**config.mk**
```make
export PLATFORM = sky130hd
export DESIGN_NAME = pn2d_ctrl
export DESIGN_NICKNAME = d
export VERILOG_FILES = /design/src/hw/rtl/pn2d_pkg.sv /design/src/hw/rtl/pn2d_ctrl.sv
export SDC_FILE = /design/constraint.sdc
export NUM_CORES = 1
export LEC_CHECK = 0
export ABC_AREA = 1
export BUFFER_PORTS_ARGS = -buffer_cell sky130_fd_sc_hd__buf_2
export CORE_ASPECT_RATIO = 0.75
export CORE_MARGIN = 10
export CORE_UTILIZATION = 48
export CTS_CLUSTER_DIAMETER = 80
export DETAILED_ROUTE_END_ITERATION = 8
export HOLD_SLACK_MARGIN = 0.08
export PLACE_DENSITY = 0.79
export SYNTH_ARGS = -nofsm -noshare
export SYNTH_HDL_FRONTEND = slang
export SYNTH_SLANG_ARGS = --single-unit
```
**constraint.sdc**
```tcl
create_clock -name i_clk -period 2.3 [get_ports i_clk]
set_clock_uncertainty 0.15 [all_clocks]
set_input_delay 0.46 -clock i_clk [delete_from_list [all_inputs] [get_ports i_clk]]
set_output_delay 0.46 -clock i_clk [all_outputs]
set_load 0.02 [all_outputs]
```
**src/hw/rtl/pn2d_pkg.sv**
```systemverilog
// ----------------------------------------------------------------------------
// pn2d_pkg
// Shared types and constants of the octave Perlin noise block.
// ----------------------------------------------------------------------------
package pn2d_pkg;

    localparam int DEF_MAX_OCTAVES   = 8;
    localparam int DEF_FRACTION_BITS = 16;
    localparam int TABLE_SIZE        = 256;
    localparam int TABLE_AW          = 8;
    localparam int OCT_LAST_STEP     = 18;
    localparam int STEP_W            = 5;

    localparam logic       REG_OCTAVE_COUNT    = 1'b0;
    localparam logic       REG_AMPLITUDE_DECAY = 1'b1;
    localparam logic [3:0] OCTAVE_COUNT_RST    = 4'd4;
    localparam logic [15:0] AMPLITUDE_DECAY_RST = 16'd32768;

    localparam logic MODE_LOAD = 1'b0;
    localparam logic MODE_EVAL = 1'b1;

    typedef enum logic [1:0] {
        ST_IDLE,
        ST_OCT,
        ST_DIV,
        ST_FIN
    } t_state;

    typedef enum logic [3:0] {
        RS_CX,
        RS_CX1,
        RS_HA,
        RS_HA1,
        RS_HB,
        RS_HB1,
        RS_PA0,
        RS_PA1,
        RS_PB0,
        RS_PB1
    } t_rsel;

    typedef enum logic [3:0] {
        CP_NONE,
        CP_HA,
        CP_HB,
        CP_PA0,
        CP_PA1,
        CP_PB0,
        CP_PB1,
        CP_H00,
        CP_H01,
        CP_H10,
        CP_H11
    } t_cap;

    typedef enum logic [3:0] {
        MO_NONE,
        MO_F1X,
        MO_F2X,
        MO_F3X,
        MO_F1Y,
        MO_F2Y,
        MO_F3Y,
        MO_BL0,
        MO_BL1,
        MO_BLY,
        MO_ACC,
        MO_GAIN
    } t_mop;

    typedef struct packed {
        logic  wr_en;
        logic  start;
        t_rsel rsel;
        t_cap  cap;
        t_mop  mop;
        logic  lat_sx;
        logic  lat_sy;
        logic  lat_row0;
        logic  lat_row1;
        logic  lat_layer;
        logic  acc_en;
        logic  next_oct;
        logic  div_start;
        logic  div_step;
        logic  out_load;
    } t_cmd;

    typedef struct packed {
        logic last_oct;
        logic div_done;
        logic out_free;
    } t_sts;

endpackage

```
**src/hw/rtl/pn2d_ctrl.sv**
```systemverilog
// ----------------------------------------------------------------------------
// pn2d_ctrl
// Sequencer: per-octave step schedule, division loop and result handoff.
// ----------------------------------------------------------------------------
module pn2d_ctrl import pn2d_pkg::*; (
    input  logic i_clk,
    input  logic i_rst_n,
    input  logic i_in_valid,
    input  logic i_in_mode,
    output logic o_in_ready,
    input  t_sts i_sts,
    output t_cmd o_cmd
);

    t_state r_state, n_state;
    logic [STEP_W-1:0] r_step, n_step;

    always_ff @(posedge i_clk) begin
        if (!i_rst_n) begin
            r_state <= ST_IDLE;
            r_step  <= '0;
        end else begin
            r_state <= n_state;
            r_step  <= n_step;
        end
    end

    always_comb begin
        n_state    = r_state;
        n_step     = r_step;
        o_in_ready = 1'b0;
        o_cmd      = '0;
        o_cmd.rsel = RS_CX;
        o_cmd.cap  = CP_NONE;
        o_cmd.mop  = MO_NONE;
        case (r_state)
            ST_IDLE: begin
                o_in_ready = 1'b1;
                if (i_in_valid) begin
                    if (i_in_mode == MODE_EVAL) begin
                        o_cmd.start = 1'b1;
                        n_state     = ST_OCT;
                        n_step      = '0;
                    end else begin
                        o_cmd.wr_en = 1'b1;
                    end
                end
            end
            ST_OCT: begin
                n_step = r_step + 1'b1;
                case (r_step)
                    5'd0: begin
                        o_cmd.rsel = RS_CX;  o_cmd.mop = MO_F1X;
                    end
                    5'd1: begin
                        o_cmd.rsel = RS_CX1; o_cmd.mop = MO_F2X; o_cmd.cap = CP_HA;
                    end
                    5'd2: begin
                        o_cmd.rsel = RS_HA;  o_cmd.mop = MO_F3X; o_cmd.cap = CP_HB;
                    end
                    5'd3: begin
                        o_cmd.rsel = RS_HA1; o_cmd.mop = MO_F3X; o_cmd.cap = CP_PA0;
                    end
                    5'd4: begin
                        o_cmd.rsel = RS_HB;  o_cmd.mop = MO_F1Y; o_cmd.cap = CP_PA1;
                        o_cmd.lat_sx = 1'b1;
                    end
                    5'd5: begin
                        o_cmd.rsel = RS_HB1; o_cmd.mop = MO_F2Y; o_cmd.cap = CP_PB0;
                    end
                    5'd6: begin
                        o_cmd.rsel = RS_PA0; o_cmd.mop = MO_F3Y; o_cmd.cap = CP_PB1;
                    end
                    5'd7: begin
                        o_cmd.rsel = RS_PA1; o_cmd.mop = MO_F3Y; o_cmd.cap = CP_H00;
                    end
                    5'd8: begin
                        o_cmd.rsel = RS_PB0; o_cmd.cap = CP_H01; o_cmd.lat_sy = 1'b1;
                    end
                    5'd9: begin
                        o_cmd.rsel = RS_PB1; o_cmd.cap = CP_H10;
                    end
                    5'd10: o_cmd.cap = CP_H11;
                    5'd11: o_cmd.mop = MO_BL0;
                    5'd12: begin
                        o_cmd.lat_row0 = 1'b1; o_cmd.mop = MO_BL1;
                    end
                    5'd13: o_cmd.lat_row1 = 1'b1;
                    5'd14: o_cmd.mop = MO_BLY;
                    5'd15: o_cmd.lat_layer = 1'b1;
                    5'd16: o_cmd.mop = MO_ACC;
                    5'd17: begin
                        o_cmd.acc_en = 1'b1; o_cmd.mop = MO_GAIN;
                    end
                    default: begin
                        o_cmd.next_oct = 1'b1;
                        n_step         = '0;
                        if (i_sts.last_oct) begin
                            o_cmd.div_start = 1'b1;
                            n_state         = ST_DIV;
                        end
                    end
                endcase
            end
            ST_DIV: begin
                if (i_sts.div_done) begin
                    n_state = ST_FIN;
                end else begin
                    o_cmd.div_step = 1'b1;
                end
            end
            ST_FIN: begin
                if (i_sts.out_free) begin
                    o_cmd.out_load = 1'b1;
                    n_state        = ST_IDLE;
                end
            end
            default: n_state = ST_IDLE;
        endcase
    end

endmodule

```
==> impl_metrics.toml <==
[clocking]
htree_levels = 1
clock_latency_ns = 0.25
cts_buffers = 3
clkTransAtPathRegs_ns = 0.05
cts.sinks = 7
clockBufferDepth = 2
root_buffer = "clkbuf_4"
cts_tree = "done"
ctsHoldBuffers = 0

[grt]
antenna_found_initial = 0
grt_usage_pct = 13.4
gr-usage-met1_pct = 15.8
grt_pass1_vias = 964
grt_first_pass_wirelength_um = 4170
grt_use_met3_pct = 3.61
grt-busiest-layer = "met2"
overflow = 0
grt.met2_usage_pct = 20.7
grt_max_degree = 9

[sta]
setup-violations-final = 1
drv_slew = 0
fin_ws_ns = -0.0365
fmax_mhz = 428
min_period_ns = 2.34
post-route-period-util_pct = 102
rsz0062_at_grt = "true"
finalHoldViolCount = 0
tightest_slew_ns = 0.448
relSlewSlack_pct = 70.1

[pwr]
power_frac_seq_pct = 16.8
p_per_area_mw_per_mm2 = 964
irDropWorstVdd_mv = 0.789
p_clk_share_pct = 8.9
switchingPower_w = 0.000616
switching_share_pct = 50.9
p_leak_nw = 0.636
power.total_w = 0.00121
intPower_w = 0.000595
combPwrFrac_pct = 74.2

[synth]
synth_cells = 137
synthesis.area_um2 = 836
synth.area.top_cells = "dfxtp_1 (17%), ha_1 (13%), nor2_1 (13%)"
synth.yosys.seq_area_share_pct = 16.8
yosys.cell_count.top_type = "nor2_1"
synth_edf_count = 0
synth_top_flop_cell = "dfxtp_1"
ys_warn_count = 0
ys_types = 26
synth_fp_nets = 153
synthTopCellsByCount = "nor2_1 (29), nand2_1 (23), inv_1 (20)"
synth.avg_cell_area_um2 = 6.10
yosysTopAreaCell = "dfxtp_1"
async_reset_ff_share_pct = 0
synth_top_cell_area_share_pct = 16.8
synth-seq-cells = 7

[floorplanning]
dieArea_mm2 = 0.00383
coreArea_mm2 = 0.00156
die_w_um = 68.2
die_y_um = 56.1
start_util_pct = 53.5
num_rows = 12
io_pins = 32

[worst_setup_path]
arrival_ns = 1.73
worst_ep_required_time_ns = 1.69
crit_type = "flop to primary output"
critPathLaunchType = "flop"
critPathCaptureType = "primary output"
cp_max_fo = 5

[final_layout]
fin_nets = 198
diodes = 0
fin_area_mm2 = 0.00126
drive_gt1_share_pct = 47.5
syn_to_final_growth_pct = 50.3

[min_path]
hp-class = "input port to flop"

[run_status]
outcome = "finished, violations left"
violations = "setup timing"

[placed_design]
dp_worst_setup_slack_ns = 0.000391
gp_congestion = 0.875
dpl_cell_area_mm2 = 0.00104
hpwl_um = 1950
io_buffers = 31

[detailed_routing]
drtIter0Drc = 80
vias_per_cell = 5.10
wl_um = 2710
drc_errors = 0
wl_per_cell_um = 13.4
ant_nets = 0
vias = 1030
dr.pass1.iters = 4

[flow_run]
cap_violations = 0
[per-layer routing]
metal  vias to the layer above  wire (um)
met3                         7        361
met2                        58       1200
met5                         -          0
li1                        519          -
met4                         0         51
met1                       446       1100
[logic make-up (layout without fill, tap and decap cells)]
| group | count (synthesis) | count (layout) | synth area share, % |
|---|---|---|---|
| muxes | 1 | 1 | 1.20 |
| buffers and inverters | 25 | 69 | 11.5 |
| DFF | 7 | 7 | 16.8 |
| AOI/OAI and AO/OA | 15 | 15 | 12.0 |
| xor gates and xnor gates | 3 | 3 | 3.14 |
| adders and majority gates | 9 | 9 | 13.5 |
| and+or+nand+nor | 77 | 77 | 41.9 |
[critical path: stages, from the launching register on]
cell     delay, ns
dfxtp_4       0.39
inv_4         0.06
ha_4          0.16
nand2_4       0.09
nand2_4       0.08
nand2_2       0.06
nand2_2       0.07
nor2_4        0.12
nand3_2       0.12
nor3b_2       0.17
buf_4         0.16
[layout make-up]
type	instances	area [um^2]
inverter	22	87.6
tap	21	26.3
sequential	7	151
fill	112	305
clock buffer	4	26.3
multi-input combinational	105	709
timing repair buffer	43	255
[state kept, by name, summed over array words and instances, names as in the netlist]
name and cells:
r_state 2, r_step 5
[cell usage in the layout (no fill, tap or decap), types with 2 or more instances in the layout]
| master | count |
|---|---|
| nand2_4 | 3 |
| nor3_1 | 3 |
| nor2_1 | 25 |
| a21oi_1 | 6 |
| nor2_2 | 5 |
| nand3_1 | 7 |
| ha_1 | 4 |
| inv_4 | 2 |
| nand2_1 | 18 |
| nand2_2 | 8 |
| xor2_1 | 3 |
| nor2_4 | 3 |
| buf_2 | 27 |
| dfxtp_1 | 2 |
| o21ai_0 | 3 |
| clkbuf_4 | 3 |
| inv_1 | 16 |
| ha_4 | 4 |
| buf_4 | 16 |
| dfxtp_2 | 3 |
| dfxtp_4 | 2 |
| inv_2 | 4 |
[power groups by stage]
stage / Clock (W) / Combinational [W] / Sequential [W]
after floorplan: 0 / 0.000521 / 0.000182
after global placement: 0 / 0.000682 / 0.000187
after detailed placement: 0 / 0.000701 / 0.000189
after CTS: 0.000113 / 0.000824 / 0.000203
after global routing: 0.000124 / 0.000984 / 0.000210
final: 0.000108 / 0.000899 / 0.000204
[per-stage QoR]
stage          instances  utilization [%]  hold WS, ns  setup TNS, ns
3_5_place_dp         190             66.5        0.395              0
5_1_grt              202             80.4        0.315         -0.251
3_3_place_gp         190             66.5        0.386              0
6_report             202             80.4        0.321        -0.0365
4_1_cts              201             77.3        0.311        -0.0784
2_1_floorplan        137                -        0.353              0
[worst paths after layout]
check / to / slack (ns) / depth (start not counted) / from
max: o_cmd[2] / -0.04 / 10 / r_step[0]
min: r_state[0] / 0.32 / 3 / i_rst_n
max reg2reg: r_step[2] / 0.41 / 13 / r_step[0]
min reg2reg: r_state[1] / 0.40 / 2 / r_state[1]
[what timing repair did]
action / CTS / global route
gates cloned: 0 / 0
setup buffers: 7 / 1
setup endpoints to repair: 7 / 18
pin swaps: 12 / 11
gates resized for setup: 26 / 15
Power figures use the tool's default switching activity.
